## config.mk

```make
export PLATFORM = sky130hd
export DESIGN_NAME = rgbe_pixel_encode
export DESIGN_NICKNAME = d
export VERILOG_FILES = /design/src/rtl/rpe_pkg.sv /design/src/rtl/rpe_front.sv /design/src/rtl/rpe_queue.sv /design/src/rtl/rpe_back.sv /design/src/rtl/rgbe_pixel_encode.sv
export SDC_FILE = /design/constraint.sdc
export NUM_CORES = 1
export LEC_CHECK = 0
export ABC_AREA = 1
export ABC_CLOCK_PERIOD_IN_PS = 24900
export BUFFER_PORTS_ARGS = -buffer_cell sky130_fd_sc_hd__buf_2
export CORE_UTILIZATION = 45
export DETAILED_ROUTE_END_ITERATION = 10
export HOLD_SLACK_MARGIN = 0.06
export SYNTH_ARGS = -nofsm -noshare
export SYNTH_HDL_FRONTEND = slang
export SYNTH_SLANG_ARGS = --single-unit
```

## constraint.sdc

```tcl
create_clock -name clock -period 24.9 [get_ports clock]
set_input_delay 2.49 -clock clock [delete_from_list [all_inputs] [get_ports clock]]
set_output_delay 2.49 -clock clock [all_outputs]
set_load 0.05 [all_outputs]
```

## src/rtl/rpe_pkg.sv

```systemverilog
// ----------------------------------------------------------------------------
// rpe_pkg
// Shared types and codes for the RGBE pixel encoder.
// ----------------------------------------------------------------------------
`default_nettype none

package rpe_pkg;

   // Result status codes
   typedef enum logic [1:0] {
      ST_OK   = 2'd0,
      ST_ZERO = 2'd1,
      ST_NEG  = 2'd2,
      ST_BAD  = 2'd3
   } status_type;

   localparam int unsigned QUEUE_DEPTH = 2;

   // One classified pixel waiting for the back end
   typedef struct packed {
      logic [31:0] red_bits;
      logic [31:0] green_bits;
      logic [31:0] blue_bits;
      logic [7:0]  biased;
      status_type  status;
      logic        line_end;
   } job_type;

endpackage

`default_nettype wire

```

## src/rtl/rpe_front.sv

```systemverilog
// ----------------------------------------------------------------------------
// rpe_front
// Classifies a pixel: picks the largest channel and the biased shared exponent.
// ----------------------------------------------------------------------------
`default_nettype none

module rpe_front (
   input  wire logic [31:0]     red_bits,
   input  wire logic [31:0]     green_bits,
   input  wire logic [31:0]     blue_bits,
   input  wire logic            line_end,
   output rpe_pkg::job_type     job
);
   import rpe_pkg::*;

   // Ordering key: sign-magnitude turned into two's complement
   function automatic logic signed [32:0] order_key(input logic [31:0] b);
      logic signed [32:0] mag;
      mag = $signed({2'b00, b[30:0]});
      return b[31] ? -mag : mag;
   endfunction

   logic        nonfinite;
   logic [31:0] max_bits;
   logic [31:0] max_rg;
   logic [7:0]  max_ef;
   logic [22:0] max_mf;
   logic [8:0]  biased_wide;
   logic        out_range;

   // Spot infinity or NaN on any channel
   assign nonfinite = (red_bits[30:23] == 8'hFF) || (green_bits[30:23] == 8'hFF)
                    || (blue_bits[30:23] == 8'hFF);

   // Choose the largest channel, earlier channel winning a tie
   assign max_rg   = (order_key(red_bits) < order_key(green_bits)) ? green_bits : red_bits;
   assign max_bits = (order_key(max_rg) < order_key(blue_bits)) ? blue_bits : max_rg;
   assign max_ef   = max_bits[30:23];
   assign max_mf   = max_bits[22:0];

   // Work out 128 + e from the largest channel's exponent and mantissa
   always_comb begin
      out_range   = 1'b0;
      biased_wide = 9'd0;
      if (max_ef != 8'd0) begin
         if ((max_mf == 23'd0) && (max_ef >= 8'd127)) begin
            biased_wide = {1'b0, max_ef} + 9'd1;
         end else begin
            biased_wide = {1'b0, max_ef} + 9'd2;
         end
         out_range = biased_wide[8];
      end else begin
         // subnormal: leading one must sit in the top three bits
         if (max_mf[22]) begin
            biased_wide = 9'd2;
         end else if (max_mf[21]) begin
            biased_wide = 9'd1;
         end else begin
            biased_wide = 9'd0;
         end
         out_range = (max_mf[22:20] == 3'd0);
      end
   end

   // Assemble the job with its status
   always_comb begin
      job.red_bits   = red_bits;
      job.green_bits = green_bits;
      job.blue_bits  = blue_bits;
      job.line_end   = line_end;
      job.biased     = biased_wide[7:0];
      if (nonfinite) begin
         job.status = ST_BAD;
      end else if (max_bits[30:0] == 31'd0) begin
         job.status = ST_ZERO;
      end else if (max_bits[31]) begin
         job.status = ST_NEG;
      end else if (out_range) begin
         job.status = ST_BAD;
      end else begin
         job.status = ST_OK;
      end
   end

endmodule

`default_nettype wire

```

## src/rtl/rpe_queue.sv

```systemverilog
// ----------------------------------------------------------------------------
// rpe_queue
// Two-entry queue that decouples the classifier from the scaling stage.
// ----------------------------------------------------------------------------
`default_nettype none

module rpe_queue (
   input  wire logic             clock,
   input  wire logic             reset,
   input  wire logic             push,
   input  wire rpe_pkg::job_type push_job,
   output logic                  full,
   input  wire logic             pop,
   output rpe_pkg::job_type      pop_job,
   output logic                  not_empty
);
   import rpe_pkg::*;

   job_type    mem [QUEUE_DEPTH];
   logic       wr_ptr_ff, wr_ptr_in;
   logic       rd_ptr_ff, rd_ptr_in;
   logic [1:0] count_ff, count_in;

   assign full      = (count_ff == 2'(QUEUE_DEPTH));
   assign not_empty = (count_ff != 2'd0);
   assign pop_job   = mem[rd_ptr_ff];

   // Advance pointers and fill count
   always_comb begin
      wr_ptr_in = push ? ~wr_ptr_ff : wr_ptr_ff;
      rd_ptr_in = pop  ? ~rd_ptr_ff : rd_ptr_ff;
      count_in  = count_ff + {1'b0, push} - {1'b0, pop};
   end

   always_ff @(posedge clock) begin
      if (reset) begin
         wr_ptr_ff <= 1'b0;
         rd_ptr_ff <= 1'b0;
         count_ff  <= 2'd0;
      end else begin
         wr_ptr_ff <= wr_ptr_in;
         rd_ptr_ff <= rd_ptr_in;
         count_ff  <= count_in;
      end
   end

   // Store the pushed job
   always_ff @(posedge clock) begin
      if (push) begin
         mem[wr_ptr_ff] <= push_job;
      end
   end

   a_no_overflow : assert property (@(posedge clock) disable iff (reset)
      full |-> !push || pop)
      else $error("queue pushed while full");
   a_no_underflow : assert property (@(posedge clock) disable iff (reset)
      pop |-> not_empty)
      else $error("queue popped while empty");
   a_count_bound : assert property (@(posedge clock) disable iff (reset)
      count_ff <= 2'(QUEUE_DEPTH))
      else $error("queue count beyond depth");

endmodule

`default_nettype wire

```

## src/rtl/rpe_back.sv

```systemverilog
// ----------------------------------------------------------------------------
// rpe_back
// Scales each channel by the shared exponent and holds the result register.
// ----------------------------------------------------------------------------
`default_nettype none

module rpe_back (
   input  wire logic             clock,
   input  wire logic             reset,
   input  wire logic             job_valid,
   input  wire rpe_pkg::job_type job,
   output logic                  job_take,
   output logic                  rsp_valid,
   input  wire logic             rsp_ready,
   output logic [31:0]           rsp_data,
   output logic [1:0]            rsp_status,
   output logic                  rsp_last
);
   import rpe_pkg::*;

   // floor(x * 255 * 2^-n + 0.5), saturated to a byte
   function automatic logic [7:0] scale(input logic [31:0] b, input logic [7:0] biased);
      logic [7:0]         ef;
      logic [23:0]        sig;
      logic [31:0]        t;
      logic signed [9:0]  n;
      logic [40:0]        tr;
      logic [40:0]        v;
      logic [7:0]         res;
      ef  = b[30:23];
      sig = (ef == 8'd0) ? {1'b0, b[22:0]} : {1'b1, b[22:0]};
      t   = {sig, 8'd0} - {8'd0, sig};
      if (ef == 8'd0) begin
         n = $signed({2'b00, biased}) + 10'sd21;
      end else begin
         n = $signed({2'b00, biased}) - $signed({2'b00, ef}) + 10'sd22;
      end
      tr  = 41'd0;
      v   = 41'd0;
      res = 8'd0;
      if (b[31] || (sig == 24'd0) || (n > 10'sd40)) begin
         res = 8'd0;
      end else if (n < 10'sd0) begin
         res = 8'd255;
      end else if (n == 10'sd0) begin
         res = (t > 32'd255) ? 8'd255 : t[7:0];
      end else begin
         tr  = {9'd0, t} + (41'd1 << (n[5:0] - 6'd1));
         v   = tr >> n[5:0];
         res = (v > 41'd255) ? 8'd255 : v[7:0];
      end
      return res;
   endfunction

   logic        valid_ff, valid_in;
   logic [31:0] data_ff, data_in;
   logic [1:0]  status_ff, status_in;
   logic        last_ff, last_in;
   logic        load;

   assign load     = !valid_ff || rsp_ready;
   assign job_take = job_valid && load;

   // Compute the next result from the head job
   always_comb begin
      valid_in  = valid_ff;
      data_in   = data_ff;
      status_in = status_ff;
      last_in   = last_ff;
      if (load) begin
         valid_in  = job_valid;
         status_in = job.status;
         last_in   = job.line_end;
         if (job.status == ST_OK) begin
            data_in = {job.biased, scale(job.blue_bits, job.biased),
                       scale(job.green_bits, job.biased), scale(job.red_bits, job.biased)};
         end else begin
            data_in = 32'd0;
         end
      end
   end

   always_ff @(posedge clock) begin
      if (reset) begin
         valid_ff <= 1'b0;
      end else begin
         valid_ff <= valid_in;
      end
   end

   always_ff @(posedge clock) begin
      data_ff   <= data_in;
      status_ff <= status_in;
      last_ff   <= last_in;
   end

   assign rsp_valid  = valid_ff;
   assign rsp_data   = data_ff;
   assign rsp_status = status_ff;
   assign rsp_last   = last_ff;

   a_hold_stall : assert property (@(posedge clock) disable iff (reset)
      valid_ff && !rsp_ready |=> valid_ff && $stable(data_ff))
      else $error("result changed while stalled");
   a_zero_on_error : assert property (@(posedge clock) disable iff (reset)
      valid_ff && (status_ff != ST_OK) |-> data_ff == 32'd0)
      else $error("non-zero bytes with error status");
   a_take_needs_room : assert property (@(posedge clock) disable iff (reset)
      job_take |-> !valid_ff || rsp_ready)
      else $error("job taken without room");

endmodule

`default_nettype wire

```

## src/rtl/rgbe_pixel_encode.sv

```systemverilog
// Path: an accepted pixel is written to a queue entry, then to the result register.
// Throughput: one pixel per cycle unless the receiver stalls, set by the scaling stage.
// A two-entry queue between classifier and scaler absorbs output stalls.
// Reset: synchronous, active high; clears queue and result valid, no
// clearing pass.
// ----------------------------------------------------------------------------
// rgbe_pixel_encode
// Converts float RGB pixels to shared-exponent RGBE bytes.
// ----------------------------------------------------------------------------
`default_nettype none

module rgbe_pixel_encode (
   input  wire logic        clock,
   input  wire logic        reset,
   input  wire logic        req_tvalid,
   output logic             req_tready,
   input  wire logic [95:0] req_tdata,   // red_bits, green_bits, blue_bits
   input  wire logic        req_tlast,   // line_end
   output logic             rsp_tvalid,
   input  wire logic        rsp_tready,
   output logic [31:0]      rsp_tdata,   // red_mant, green_mant, blue_mant, shared_exp
   output logic [1:0]       rsp_tuser,   // status
   output logic             rsp_tlast    // line_end_out
);
   import rpe_pkg::*;

   job_type front_job;
   job_type head_job;
   logic    q_full;
   logic    q_not_empty;
   logic    q_pop;
   logic    q_push;

   assign req_tready = !q_full;
   assign q_push     = req_tvalid && !q_full;

   rpe_front u_front (
      .red_bits   (req_tdata[31:0]),
      .green_bits (req_tdata[63:32]),
      .blue_bits  (req_tdata[95:64]),
      .line_end   (req_tlast),
      .job        (front_job)
   );

   rpe_queue u_queue (
      .clock     (clock),
      .reset     (reset),
      .push      (q_push),
      .push_job  (front_job),
      .full      (q_full),
      .pop       (q_pop),
      .pop_job   (head_job),
      .not_empty (q_not_empty)
   );

   rpe_back u_back (
      .clock      (clock),
      .reset      (reset),
      .job_valid  (q_not_empty),
      .job        (head_job),
      .job_take   (q_pop),
      .rsp_valid  (rsp_tvalid),
      .rsp_ready  (rsp_tready),
      .rsp_data   (rsp_tdata),
      .rsp_status (rsp_tuser),
      .rsp_last   (rsp_tlast)
   );

endmodule

`default_nettype wire

```

==> flow_summary.ini <==
[min_path]
hp-start = u_queue.mem[0][0]$_DFFE_PP_
hold_path.class = reg -> reg
min_to = u_back.rsp_last$_DFFE_PN_
min_path_cells = 2

[critical_path]
r2r_cells = 40
end_kind = flip-flop
max_stage_delay_ns = 0.66
cp_common_cell = nand2_1
arrival_ns = 12.71
crit_start = req_tdata[32]
r2r_end = u_back.rsp_data[8]$_SDFFCE_PP0N_
cpMaxStageDelayCell = nand2_2
critPathRequiredTime_ns = 25.23
cp_max_fo = 59
critPathKind = in -> reg
r2r_slack_ns = 15.51
crit_path_start_kind = primary input

[global_route]
grt_usage_pct = 29.28
grt_max_degree = 100
antenna_found_initial = 12
grt_pass1_wl_mm = 179.6
grt_pass1_vias = 32353
grt-ovfl-total = 0

[clock_tree]
cts-root-buf = clkbuf_16
h-tree-depth = 1
ctsResizeCount = 0
cts.clk_slew.worst_paths_ns = 0.05
ctsHoldBuffers = 0
clk_latency_ns = 0.60
clock_tree.buffer_depth = 3
cts_tree = yes
cts.sinks = 255
post_cts_buffers = 0
numCtsBuffers = 30

[timing]
finClkSkew_ns = 0.02403
drv_slew = 0
layout_setup_ws_ns = 12.53
tightest_slew_ns = 1.177
slew_headroom_pct = 20.73
min_period_ns = 12.37
period_share_pct = 49.69
finalSetupTns_ns = 0
setup_viol_count_final = 0
hold_viol_final = 0
max_freq_mhz = 80.82
grt_setup_unrepaired = false

[routing]
drc = 0
vias = 34874
ant_nets = 0
drt_iter0_markers = 2888
wl_per_cell_um = 18.45
drt_first_pass_iters = 5
viasPerCell = 5.583
drt_wl_total_mm = 115.2

[placed_design]
hpwl_mm = 93.56
place_congestion = 0.9732
pre_cts_ws_ns = 12.06
io_buffers = 137

[floorplanning]
core.rowCount = 100
die_h_um = 276.9
core-area_um2 = 74570
dieArea_um2 = 76670
io-pin-count = 138
initial_core_util_pct = 45.60
die_w_um = 276.9

[logic_synthesis]
yosysTopAreaCell = edfxtp_1
syn_nets = 5562
synth_top_area_share_pct = 21.99
synthCells = 5206
synth.distinct_cells = 69
synth_most_common_cell = nand2_1
synthTopCellsByArea = edfxtp_1, nand2_1, ha_1
ys_seq_area_share_pct = 22.34
ys_seq_elements = 255
syn_area_um2 = 34010
synth_area_per_cell_um2 = 6.532
synth_ff_type = edfxtp_1
ys_warn_count = 0
synth_enable_flop_cells = 249
synthArstFlopShare_pct = 0
ys_top_cells_by_count = nand2_1, inv_1, nand3_1

[run_status]
outcome = finished, final reports clean

[layout]
layout.nets = 5607
layout-drive-gt1-share_pct = 9.312
finish.utilization_pct = 48.71
syn2layout_area_growth_pct = 6.814
fill_cells = 7916
regArea_um2 = 7601
multiInputGateArea_um2 = 23050

[job]
maxCapViolCount = 0
[cell usage in the layout (no fill, tap or decap), drive strengths merged, types with 4 or more instances in the layout]
cell type / instances
a211oi: 10
edfxtp: 249
dfxtp: 6
clkbuf: 34
nor2: 534
a22oi: 4
nand3: 568
clkinvlp: 4
a21oi: 280
o2111ai: 7
nor3b: 4
a21o: 23
nor3: 94
nand4: 100
a31oi: 34
o21a: 15
a21boi: 8
ha: 249
o31ai: 11
mux2i: 22
o211ai: 27
diode: 4
nor4: 23
o21bai: 14
nand3b: 13
inv: 692
o22ai: 10
clkinv: 12
fa: 6
nand2: 1292
o221ai: 7
buf: 161
xnor2: 54
xor2: 224
or2: 80
o21ai: 379
[routing by layer]
| layer | vias up | GRT usage [%] | part of all wire [%] |
|---|---|---|---|
| li1 | 17478 | - | - |
| met4 | 18 | 7.009 | 2.4 |
| met5 | - | 0 | 0.10 |
| met1 | 16113 | 40.89 | 47 |
| met2 | 1090 | 47.87 | 45 |
| met3 | 175 | 3.535 | 6.2 |
[worst max-delay path: cells and delay by family]
family	cells	cell delay [ns]
buffers and inverters	9	0.82
AOI/OAI and AO/OA	7	1.56
xor gates and xnor gates	2	0.30
adders and majority gates	5	1.22
and+or+nand+nor	34	6.28
[area by class of cell]
type,instances,share of cell area (%)
clock inverter,20,0.5615
inverter,691,7.148
timing repair buffer,161,2.418
multi-input combinational,4112,63.45
antenna,4,0.02756
clock buffer,34,2.136
sequential,255,20.93
tap,969,3.338
[state kept, by name (all words and copies together), names as in the netlist, named ones only]
signal	flops
u_back.rsp_data	32
u_back.rsp_last	1
u_back.rsp_status	2
u_back.rsp_valid	1
u_queue.count_ff	2
u_queue.mem	214
u_queue.rd_ptr_ff	1
u_queue.wr_ptr_ff	1
[how the worst max path moves through the flow]
stage	endpoint	cells past startpoint
finish	u_queue.mem[1][3]$_DFFE_PP_	57
detailed placement	u_queue.mem[0][3]$_DFFE_PP_	54
global route	u_queue.mem[1][3]$_DFFE_PP_	57
global placement	u_queue.mem[0][3]$_DFFE_PP_	57
floorplan	u_queue.mem[0][3]$_DFFE_PP_	63
CTS	u_queue.mem[1][3]$_DFFE_PP_	57
[per-stage QoR]
| step | instances | instance area (um2) | hold WS (ns) |
|---|---|---|---|
| after floorplan | 5206 | 34010 | 0.4812 |
| after global placement | 6188 | 35330 | 0.4979 |
| after detailed placement | 6188 | 35330 | 0.5057 |
| after CTS | 6242 | 36310 | 0.5186 |
| after global routing | 6242 | 36310 | 0.5324 |
| final | 6246 | 36320 | 0.5190 |
[logic make-up (layout without fill, tap and decap cells)]
| kind of cell | Yosys count | in the layout | share of synthesized area (%) |
|---|---|---|---|
| compound gates | 842 | 842 | 14.12 |
| xor+xnor | 278 | 278 | 7.160 |
| fa+ha+maj | 255 | 255 | 9.515 |
| buf+inv | 839 | 906 | 9.945 |
| flops | 255 | 255 | 22.34 |
| mux | 22 | 22 | 0.6476 |
| other cells | 0 | 4 | 0 |
| simple gates | 2715 | 2715 | 36.27 |
Power is not shown: default switching activity piles up to over one toggle a cycle in this logic, so the estimate is an artifact.
